<file path="src/design/histogram_contrast_stretch_core_assert.svh">
// Assertion macros shared by the contrast stretch modules.
`ifndef HISTOGRAM_CONTRAST_STRETCH_CORE_ASSERT_SVH
`define HISTOGRAM_CONTRAST_STRETCH_CORE_ASSERT_SVH
`ifndef SYNTHESIS
// Same-cycle implication, checked on clk, off during reset.
`define HCS_ASSERT_IMP(lbl, ante, cons, msg) \
	lbl: assert property (@(posedge clk) disable iff (!arst_n) (ante) |-> (cons)) \
		else $error(msg);
// Next-cycle implication, checked on clk, off during reset.
`define HCS_ASSERT_NXT(lbl, ante, cons, msg) \
	lbl: assert property (@(posedge clk) disable iff (!arst_n) (ante) |=> (cons)) \
		else $error(msg);
`else
`define HCS_ASSERT_IMP(lbl, ante, cons, msg)
`define HCS_ASSERT_NXT(lbl, ante, cons, msg)
`endif
`endif

</file>
<file path="src/design/hcs_pkg.sv">
// Shared types and constants of the histogram contrast stretch block.
`default_nettype none
package hcs_pkg;
	localparam int PIX_W   = 8;
	localparam int PIX_NUM = 256;
	localparam int NUM_W   = 16;
	localparam int STEP_W  = 4;
	localparam int Q_DEPTH = 4;
	localparam int QA_W    = 2;

	typedef logic [PIX_W-1:0] pix_t;

	localparam pix_t PIX_MAX = 8'd255;

	// Input word opcodes
	localparam logic OP_GATHER = 1'b0;
	localparam logic OP_APPLY  = 1'b1;

	// Job classes decided by the front end
	typedef logic [1:0] cls_t;
	localparam cls_t CLS_PASS = 2'd0;
	localparam cls_t CLS_ZERO = 2'd1;
	localparam cls_t CLS_FULL = 2'd2;
	localparam cls_t CLS_DIV  = 2'd3;
endpackage
`default_nettype wire

</file>
<file path="src/design/hcs_if.sv">
// Channel interfaces: pixel input, result output and the internal job queue.
`default_nettype none
interface hcs_in_if;
	import hcs_pkg::*;
	logic valid;
	logic ready;
	logic op;
	pix_t pixel;
	logic first;
	modport source (output valid, op, pixel, first, input ready);
	modport sink (input valid, op, pixel, first, output ready);
endinterface

interface hcs_out_if;
	import hcs_pkg::*;
	logic valid;
	logic ready;
	pix_t out_pixel;
	pix_t low_level;
	pix_t high_level;
	modport source (output valid, out_pixel, low_level, high_level, input ready);
	modport sink (input valid, out_pixel, low_level, high_level, output ready);
endinterface

interface hcs_job_if #(parameter int LW = 8);
	import hcs_pkg::*;
	logic valid;
	logic ready;
	cls_t kind;
	pix_t pix;
	logic [LW-1:0] den;
	pix_t lo8;
	pix_t hi8;
	modport source (output valid, kind, pix, den, lo8, hi8, input ready);
	modport sink (input valid, kind, pix, den, lo8, hi8, output ready);
endinterface
`default_nettype wire

</file>
<file path="src/design/hcs_front.sv">
// Front end: takes pixel words, tracks occupied bins, classifies apply words into jobs.
`default_nettype none
`include "histogram_contrast_stretch_core_assert.svh"
module hcs_front #(
	parameter int BINS   = 64,
	parameter int LEVELS = 256,
	parameter int BW     = 6,
	parameter int LW     = 8
) (
	input wire logic clk,
	input wire logic arst_n,
	hcs_in_if.sink   pixels,
	hcs_job_if.source job
);
	import hcs_pkg::*;

	localparam int CW = (LW > PIX_W) ? LW : PIX_W;

	typedef logic [BW:0] bin_ent_t;
	typedef bin_ent_t bin_lut_t [PIX_NUM];
	typedef logic [LW-1:0] lvl_t;
	typedef lvl_t lvl_lut_t [BINS];

	// Pixel to {in range, bin}
	function automatic bin_lut_t build_bin_lut();
		bin_lut_t lut;
		for (int p = 0; p < PIX_NUM; p++) begin
			lut[p] = {(p < LEVELS), BW'(p * BINS / LEVELS)};
		end
		return lut;
	endfunction

	// Bin to level
	function automatic lvl_lut_t build_lvl_lut();
		lvl_lut_t lut;
		for (int b = 0; b < BINS; b++) begin
			lut[b] = LW'(b * LEVELS / BINS);
		end
		return lut;
	endfunction

	localparam bin_lut_t BIN_LUT = build_bin_lut();
	localparam lvl_lut_t LVL_LUT = build_lvl_lut();

	logic [BW-1:0] min_bin_q, max_bin_q;
	logic          any_seen_q;
	logic [BW-1:0] min_d, max_d;
	logic          seen_d;
	bin_ent_t      ent;
	logic          gather_acc;
	lvl_t          lo, hi;
	logic [CW-1:0] p_ext, lo_ext;

	assign gather_acc = pixels.valid && pixels.ready && (pixels.op == OP_GATHER);
	assign ent        = BIN_LUT[pixels.pixel];

	// Bin tracking for gather words
	always_comb begin
		min_d  = min_bin_q;
		max_d  = max_bin_q;
		seen_d = any_seen_q;
		if (gather_acc) begin
			if (pixels.first) begin
				min_d  = BW'(BINS - 1);
				max_d  = '0;
				seen_d = 1'b0;
			end
			if (ent[BW]) begin
				if (!seen_d) begin
					min_d  = ent[BW-1:0];
					max_d  = ent[BW-1:0];
					seen_d = 1'b1;
				end else begin
					if (ent[BW-1:0] < min_d) min_d = ent[BW-1:0];
					if (ent[BW-1:0] > max_d) max_d = ent[BW-1:0];
				end
			end
		end
	end

	always_ff @(posedge clk or negedge arst_n) begin
		if (!arst_n) begin
			min_bin_q  <= BW'(BINS - 1);
			max_bin_q  <= '0;
			any_seen_q <= 1'b0;
		end else begin
			min_bin_q  <= min_d;
			max_bin_q  <= max_d;
			any_seen_q <= seen_d;
		end
	end

	// Classify apply words
	assign lo     = LVL_LUT[min_bin_q];
	assign hi     = LVL_LUT[max_bin_q];
	assign p_ext  = CW'(pixels.pixel);
	assign lo_ext = CW'(lo);

	always_comb begin
		if (!any_seen_q)          job.kind = CLS_PASS;
		else if (p_ext <= lo_ext) job.kind = CLS_ZERO;
		else if (hi <= lo)        job.kind = CLS_FULL;
		else                      job.kind = CLS_DIV;
	end

	assign job.pix   = (job.kind == CLS_DIV) ? PIX_W'(p_ext - lo_ext) : pixels.pixel;
	assign job.den   = hi - lo;
	assign job.lo8   = PIX_W'(lo);
	assign job.hi8   = PIX_W'(hi);
	assign job.valid = pixels.valid && (pixels.op == OP_APPLY);
	assign pixels.ready = job.ready;

	`HCS_ASSERT_NXT(a_seen_after_gather, gather_acc && ent[BW], any_seen_q, "gather in range left no occupied bin")
	`HCS_ASSERT_IMP(a_bin_order, any_seen_q, min_bin_q <= max_bin_q, "lowest bin above highest bin")
endmodule
`default_nettype wire

</file>
<file path="src/design/hcs_queue.sv">
// Short job queue between front and back end.
`default_nettype none
module hcs_queue #(
	parameter int LW = 8
) (
	input wire logic clk,
	input wire logic arst_n,
	hcs_job_if.sink   wr,
	hcs_job_if.source rd
);
	import hcs_pkg::*;

	localparam int EW = 2 + PIX_W + LW + PIX_W + PIX_W;

	logic [EW-1:0]  mem_q [Q_DEPTH];
	logic [QA_W-1:0] wr_ptr_q, rd_ptr_q;
	logic [QA_W:0]   cnt_q;
	logic           push, pop;
	logic [EW-1:0]  head;

	assign wr.ready = (cnt_q != (QA_W+1)'(Q_DEPTH));
	assign rd.valid = (cnt_q != '0);
	assign push     = wr.valid && wr.ready;
	assign pop      = rd.valid && rd.ready;

	// Entry storage
	always_ff @(posedge clk) begin
		if (push) mem_q[wr_ptr_q] <= {wr.kind, wr.pix, wr.den, wr.lo8, wr.hi8};
	end

	// Pointers and fill count
	always_ff @(posedge clk or negedge arst_n) begin
		if (!arst_n) begin
			wr_ptr_q <= '0;
			rd_ptr_q <= '0;
			cnt_q    <= '0;
		end else begin
			if (push) wr_ptr_q <= wr_ptr_q + 1'b1;
			if (pop)  rd_ptr_q <= rd_ptr_q + 1'b1;
			if (push && !pop)      cnt_q <= cnt_q + 1'b1;
			else if (pop && !push) cnt_q <= cnt_q - 1'b1;
		end
	end

	assign head = mem_q[rd_ptr_q];
	assign {rd.kind, rd.pix, rd.den, rd.lo8, rd.hi8} = head;
endmodule
`default_nettype wire

</file>
<file path="src/design/hcs_back.sv">
// Back end: bit-serial divide with round-to-even and the output register.
`default_nettype none
`include "histogram_contrast_stretch_core_assert.svh"
module hcs_back #(
	parameter int LW = 8
) (
	input wire logic clk,
	input wire logic arst_n,
	hcs_job_if.sink    job,
	hcs_out_if.source  results
);
	import hcs_pkg::*;

	localparam logic [1:0] S_IDLE = 2'd0;
	localparam logic [1:0] S_DIV  = 2'd1;
	localparam logic [1:0] S_DONE = 2'd2;

	logic [1:0]        state_q;
	logic [NUM_W-1:0]  nq_q;
	logic [LW-1:0]     rem_q, den_q;
	logic [STEP_W-1:0] step_q;
	pix_t              lo8_q, hi8_q;
	pix_t              out_pix_q, out_lo_q, out_hi_q;
	logic              out_valid_q;

	logic              slot_free, pop;
	logic [LW:0]       trial, diff, den_ext, twice_rem;
	logic              ge, inc;
	logic [NUM_W:0]    q_r;
	pix_t              q_sat;

	assign slot_free = !out_valid_q || results.ready;
	assign job.ready = (state_q == S_IDLE) && slot_free;
	assign pop       = job.valid && job.ready;

	// One quotient bit per step
	assign den_ext = {1'b0, den_q};
	assign trial   = {rem_q, nq_q[NUM_W-1]};
	assign diff    = trial - den_ext;
	assign ge      = (trial >= den_ext);

	// Round to nearest, ties to even, then saturate
	assign twice_rem = {rem_q, 1'b0};
	assign inc   = (twice_rem > den_ext) || ((twice_rem == den_ext) && nq_q[0]);
	assign q_r   = {1'b0, nq_q} + (NUM_W+1)'(inc);
	assign q_sat = (q_r > (NUM_W+1)'(PIX_MAX)) ? PIX_MAX : q_r[PIX_W-1:0];

	// Sequencer
	always_ff @(posedge clk or negedge arst_n) begin
		if (!arst_n) begin
			state_q <= S_IDLE;
			step_q  <= '0;
		end else begin
			case (state_q)
				S_IDLE: begin
					if (pop && job.kind == CLS_DIV) begin
						state_q <= S_DIV;
						step_q  <= '0;
					end
				end
				S_DIV: begin
					step_q <= step_q + 1'b1;
					if (step_q == STEP_W'(NUM_W - 1)) state_q <= S_DONE;
				end
				S_DONE: begin
					if (slot_free) state_q <= S_IDLE;
				end
				default: state_q <= S_IDLE;
			endcase
		end
	end

	// Divider datapath
	always_ff @(posedge clk) begin
		if (state_q == S_IDLE && pop) begin
			nq_q  <= NUM_W'(job.pix) * NUM_W'(PIX_MAX);
			rem_q <= '0;
			den_q <= job.den;
			lo8_q <= job.lo8;
			hi8_q <= job.hi8;
		end else if (state_q == S_DIV) begin
			nq_q  <= {nq_q[NUM_W-2:0], ge};
			rem_q <= ge ? diff[LW-1:0] : trial[LW-1:0];
		end
	end

	// Output register
	always_ff @(posedge clk or negedge arst_n) begin
		if (!arst_n) begin
			out_valid_q <= 1'b0;
		end else if ((pop && job.kind != CLS_DIV) || (state_q == S_DONE && slot_free)) begin
			out_valid_q <= 1'b1;
		end else if (results.ready) begin
			out_valid_q <= 1'b0;
		end
	end

	always_ff @(posedge clk) begin
		if (pop && job.kind != CLS_DIV) begin
			case (job.kind)
				CLS_PASS: out_pix_q <= job.pix;
				CLS_ZERO: out_pix_q <= '0;
				CLS_FULL: out_pix_q <= PIX_MAX;
				default:  out_pix_q <= job.pix;
			endcase
			out_lo_q <= (job.kind == CLS_PASS) ? '0 : job.lo8;
			out_hi_q <= (job.kind == CLS_PASS) ? '0 : job.hi8;
		end else if (state_q == S_DONE && slot_free) begin
			out_pix_q <= q_sat;
			out_lo_q  <= lo8_q;
			out_hi_q  <= hi8_q;
		end
	end

	assign results.valid      = out_valid_q;
	assign results.out_pixel  = out_pix_q;
	assign results.low_level  = out_lo_q;
	assign results.high_level = out_hi_q;

	`HCS_ASSERT_IMP(a_no_pop_busy, state_q == S_DIV, !job.ready, "job taken while dividing")
	`HCS_ASSERT_IMP(a_rem_bound, state_q == S_DIV, rem_q < den_q, "partial remainder not below divisor")
	`HCS_ASSERT_NXT(a_done_emits, state_q == S_DONE && slot_free, results.valid && state_q == S_IDLE, "finished quotient not presented")
endmodule
`default_nettype wire

</file>
<file path="src/design/histogram_contrast_stretch_core.sv">
// Top level of the min-max histogram contrast stretch block.
// Use: words enter on the pixels channel (op, pixel, first) and leave on the results
// channel (out_pixel, low_level, high_level); both are valid/ready, a word moves at a
// clock edge where both are high. A gather word (op 0) updates the lowest and highest
// occupied histogram bin and produces nothing; first on it clears the tracking before it.
// An apply word (op 1) produces one result word stretched between the two bin levels.
// The front end updates bins and classifies apply words in the cycle they are taken, and
// queues them (four deep). Gather words are taken whenever pixels.ready is high.
// An apply word needs no division when nothing was gathered, the pixel is at or below
// the low level, or the levels are equal; otherwise its result comes from the bit-serial
// divider in the back end, which makes one quotient bit per cycle over 16 bits and takes
// no new word while it divides. Other words follow at one per cycle while no division
// runs and the receiver takes results.
// Reset (arst_n low) clears the bin tracking to "nothing gathered", empties the queue
// and drops any pending result.
// When the receiver stalls the result waits in the output register and the back end
// takes no new word; the queue then fills and pixels.ready falls.
`default_nettype none
module histogram_contrast_stretch_core #(
	parameter int BINS   = 64,
	parameter int LEVELS = 256
) (
	input wire logic  clk,
	input wire logic  arst_n,
	hcs_in_if.sink    pixels,
	hcs_out_if.source results
);
	import hcs_pkg::*;

	localparam int BW = $clog2(BINS);
	localparam int LW = $clog2(LEVELS);

	hcs_job_if #(.LW(LW)) fr_job ();
	hcs_job_if #(.LW(LW)) bk_job ();

	hcs_front #(
		.BINS   (BINS),
		.LEVELS (LEVELS),
		.BW     (BW),
		.LW     (LW)
	) u_front (
		.clk    (clk),
		.arst_n (arst_n),
		.pixels (pixels),
		.job    (fr_job)
	);

	hcs_queue #(
		.LW (LW)
	) u_queue (
		.clk    (clk),
		.arst_n (arst_n),
		.wr     (fr_job),
		.rd     (bk_job)
	);

	hcs_back #(
		.LW (LW)
	) u_back (
		.clk     (clk),
		.arst_n  (arst_n),
		.job     (bk_job),
		.results (results)
	);
endmodule
`default_nettype wire
</file>
<file path="src/flat_wrapper.sv">
// flat-port wrapper written by rule: the top's interface ports become plain ports
module histogram_contrast_stretch_core_flat import hcs_pkg::*;
#(
	parameter int BINS   = 64,
	parameter int LEVELS = 256
)
  (clk, arst_n, pixels_valid, pixels_op, pixels_pixel, pixels_first, pixels_ready, results_valid, results_out_pixel, results_low_level, results_high_level, results_ready);
  hcs_in_if pixels_i ();
  hcs_out_if results_i ();
  input wire logic clk;
  input wire logic arst_n;
  input wire logic [$bits(pixels_i.valid)-1:0] pixels_valid;
  input wire logic [$bits(pixels_i.op)-1:0] pixels_op;
  input wire logic [$bits(pixels_i.pixel)-1:0] pixels_pixel;
  input wire logic [$bits(pixels_i.first)-1:0] pixels_first;
  output wire logic [$bits(pixels_i.ready)-1:0] pixels_ready;
  output wire logic [$bits(results_i.valid)-1:0] results_valid;
  output wire logic [$bits(results_i.out_pixel)-1:0] results_out_pixel;
  output wire logic [$bits(results_i.low_level)-1:0] results_low_level;
  output wire logic [$bits(results_i.high_level)-1:0] results_high_level;
  input wire logic [$bits(results_i.ready)-1:0] results_ready;
  assign pixels_i.valid = pixels_valid;
  assign pixels_i.op = pixels_op;
  assign pixels_i.pixel = pixels_pixel;
  assign pixels_i.first = pixels_first;
  assign pixels_ready = pixels_i.ready;
  assign results_valid = results_i.valid;
  assign results_out_pixel = results_i.out_pixel;
  assign results_low_level = results_i.low_level;
  assign results_high_level = results_i.high_level;
  assign results_i.ready = results_ready;
  histogram_contrast_stretch_core #(.BINS(BINS), .LEVELS(LEVELS)) u_core (.clk(clk), .arst_n(arst_n), .pixels(pixels_i), .results(results_i));
endmodule
</file>
<file path="config.mk">
export PLATFORM = sky130hd
export DESIGN_NAME = histogram_contrast_stretch_core_flat
export DESIGN_NICKNAME = d
export VERILOG_FILES = /design/src/design/hcs_pkg.sv /design/src/design/hcs_if.sv /design/src/design/hcs_front.sv /design/src/design/hcs_queue.sv /design/src/design/hcs_back.sv /design/src/design/histogram_contrast_stretch_core.sv /design/src/flat_wrapper.sv
export VERILOG_INCLUDE_DIRS = /design/src /design/src/design
export SDC_FILE = /design/constraint.sdc
export NUM_CORES = 1
export LEC_CHECK = 0
export BUFFER_PORTS_ARGS = -buffer_cell sky130_fd_sc_hd__buf_2
export CAP_MARGIN = 20
export CORE_AREA = 2 2 146 148
export CTS_BUF_LIST = sky130_fd_sc_hd__clkbuf_8
export CTS_CLUSTER_SIZE = 28
export DETAILED_ROUTE_END_ITERATION = 10
export DIE_AREA = 0 0 148 150
export PLACE_DENSITY_LB_ADDON = 0.08
export SLEW_MARGIN = 20
export SYNTH_ARGS = -nofsm -noshare
export SYNTH_HDL_FRONTEND = slang
export SYNTH_SLANG_ARGS = --single-unit
</file>
<file path="constraint.sdc">
create_clock -name clk -period 7.21 [get_ports clk]
set_clock_uncertainty 0.2 [all_clocks]
set_input_delay 0.3605 -clock clk [delete_from_list [all_inputs] [get_ports clk]]
set_output_delay 0.3605 -clock clk [all_outputs]
set_load 0.05 [all_outputs]
</file>
==> summary.md <==
| Metric | Value |
|---|---|
| Final Net Count | `1,022` |
| Avg Inst Size Synth | `13.1 sq um` |
| Bufs and invs on worst path | `4` |
| Endpoints failing setup | `0` |
| Rel. slew slack | `0.407` |
| RSZ-0062 raised after global routing | `no` |
| First-pass GRT wire length | `34,700 microns` |
| Critical path's largest stage delay | `0.92 ns` |
| Top_reg_cell synth | `edfxtp_1` |
| Yosys top cell area share | `0.457` |
| Commonest non-fill, non-tap cell in the layout | `edfxtp_1` |
| Unique masters post-synth | `73` |
| Global-route usage over all layers | `0.200` |
| Post-synthesis adder-cell area fraction | `0.148` |
| Max frequency | `175 MHz` |
| Crit end category | `flop` |
| Cell Count, Final, Fillers Out | `1,194` |
| Seq cells post-synth | `201` |
| Worst Max-Slew Pin Slew | `0.890 ns` |
| CP max-delay cell | `dfrtp_1` |
| Post-synthesis compound-gate area fraction | `0.0825` |
| Sink Count | `201` |
| Hold Slack | `0.0342 ns` |
| Post-Syn Instances | `831` |
| R2r setup slk | `1.49 ns` |
| Clock tree buffer depth | `3` |
| Run status | `finished clean` |
| Core box area | `20,700 sq um` |
| DRT iter0 DRCs | `287` |
| Number of synthesized flops with an enable pin | `166` |
| Crit path time final | `5.72 ns` |
| Top cells by area, synth | `edfxtp_1 (46%), ha_1 (9.0%), fa_1 (5.9%)` |
| Area Growth Syn to Fin | `11.5%` |
| Asr flop ratio synth | `0.134` |
| CP Cell Sequence | `mux4_2, inv_1, fa_1, fa_1, inv_1, fa_1, inv_1, fa_1, inv_1, ha_1, and3_1, a21oi_1, a31oi_1, a311oi_1, xnor2_1, o21ai_1` |
| Critical Path End | `u_core.u_back.nq_q[15]` |
| Layout cells sized above 1 | `0.177` |
| RR Startpoint | `u_core.u_queue.rd_ptr_q[1]` |
| Post-synthesis simple-gate area fraction | `0.0816` |
| Crit share post-route | `0.793` |
| Residual DRC | `0` |
| Min-Delay Path Class | `input pin to flop` |
| Crit path max-delay family | `adder cells` |
| Worst EP required | `7.25 ns` |
| CP Class | `flop to flop` |
| Critical Path AT | `5.76 ns` |
| Most frequent cells in the layout | `edfxtp_1 (166), inv_1 (103), ha_1 (78)` |
| Initial antenna violation count | `0` |
| Reg2reg path depth | `16` |
| Post-synthesis mux area share | `0.0829` |
| Placed insts | `1,127` |
| H-tree depth | `2` |
| Row count | `53` |
| Initial Util | `0.527` |
| Final Hold Violating Endpoints | `0` |
| Post-route ant nets | `0` |
| DP Wirelength | `15,600 microns` |
| Port Buffers | `35` |
| Clock latency on the worst-skew pair | `0.52 ns` |
| Register area share after synthesis | `0.535` |
| Crit path from | `u_core.u_queue.rd_ptr_q[1]` |
| Die X | `148 microns` |
| Footprint of the multi-input gates | `4630 sq um` |
| Final WL | `21,500 microns` |
| Post-Route Utilization | `0.587` |
| Number of diodes | `0` |
| Vias per inst | `5.54` |
| Total negative slack | `0 ns` |
| Fill count | `1,678` |
| Root Buffer Master | `clkbuf_8` |
| Die Span Y | `150 microns` |
| Congestion Overflow GR | `0` |
| Cell Area, Synth | `10,900 sq um` |
| CTS tree | `yes` |
| Vias | `6,609` |
| Largest family of logic cells by synthesized area | `adder cells` |
| Cts repair resizes | `0` |
| Number of global-route vias before repair | `6,676` |
| Maxcap violations | `0` |
| Pre-antenna DRT Iters | `4` |
| Postcts setup bufs | `0` |
| Wire length per cell | `18.0 microns` |
| Sequential Area | `5830 sq um` |
| IO Pins | `40` |
| Critical Path Fanout Max | `19` |
| Biggest area consumer among synthesized cells | `edfxtp_1` |
| YS warnings | `0` |
| R2R Path End | `u_core.u_back.nq_q[15]` |
| TritonCTS buffer count | `34` |
| Largest net degree at the start of global routing | `32` |
| Clock-pin slew on the worst setup and hold paths | `0.06 ns` |
| Final Wtd Congestion | `0.863` |
| Crit. path cell count | `16` |
| Nature of the critical path startpoint | `flop` |
| Die ar. | `22,200 sq um` |
| XOR/XNOR Fraction of Synth Area | `0.0265` |
| Final Slew Violations | `0` |
[worst min-delay path by stage]
stage	start	endpoint	cells after the start
detailed placement	arst_n	u_core.u_back.step_q[0]	1
finish	pixels_pixel[3]	u_core.u_front.min_bin_q[1]	3
global placement	arst_n	u_core.u_back.step_q[0]	1
floorplan	arst_n	u_core.u_back.results.valid	0
CTS	pixels_pixel[3]	u_core.u_front.min_bin_q[1]	3
global route	pixels_pixel[3]	u_core.u_front.min_bin_q[1]	3
[per-stage QoR]
step,worst slack (ns),instance area [sq um]
after floorplan,1.94,10900
after global placement,1.60,11400
after detailed placement,1.46,11400
after CTS,1.44,12100
after global routing,1.16,12200
final,1.49,12200
[cells by family after synthesis]
logic type / Yosys count
flops: 201
simple gates: 179
compound gates: 138
buf+inv: 117
fa+ha+maj: 110
mux: 52
xor+xnor: 33
other cells: 1
[cell type report]
type,count,share of cell area
Sequential cell,201,0.480
Multi-Input combinational cell,516,0.381
Clock buffer,40,0.0453
Inverter,96,0.0296
Tap cell,275,0.0283
Timing Repair Buffer,49,0.0255
Clock inverter,17,0.0109
[timing repair]
item | 4_1_cts | 5_1_grt
hold buffers | 9 | 0
setup endpoints to repair | 0 | 0
hold endpoints to repair | 40 | 0
[state kept, by name (all words and copies together), names as in the netlist, 6 cells and up]
| name | cells |
|---|---|
| u_core.u_back.results.high_level | 6 |
| u_core.u_back.rem_q | 8 |
| u_core.u_back.hi8_q | 6 |
| u_core.u_back.lo8_q | 6 |
| u_core.u_front.max_bin_q | 6 |
| u_core.u_back.den_q | 6 |
| u_core.u_back.results.low_level | 6 |
| u_core.u_front.min_bin_q | 6 |
| u_core.u_back.results.out_pixel | 8 |
| u_core.u_queue.mem_q | 112 |
| u_core.u_back.nq_q | 16 |
[synthesized netlist by cell type (all sizes together), types with 17 or more instances]
cell type,n
inv,96
ha,78
xnor2,18
edfxtp,166
fa,32
dfrtp,21
nor2,34
nand2,66
o21ai,58
nand3,19
mux2,17
mux4,28
a21oi,22
[tightest hold or removal path, stage by stage]
cell,delay [ns]
buf_2,0.13
inv_1,0.16
mux2i_1,0.10
[routing by layer]
layer  global-route usage  up-vias  part of all wire
met3               0.0299       24             0.035
met4               0.0514        0             0.016
met5                    0        -                 0
met2                0.321      138              0.47
met1                0.291     3319              0.48
li1                     -     3128                 -
Power is left out: the tool's default activity adds up to more than one toggle a clock period on the data nets, which glitch-free logic cannot reach.
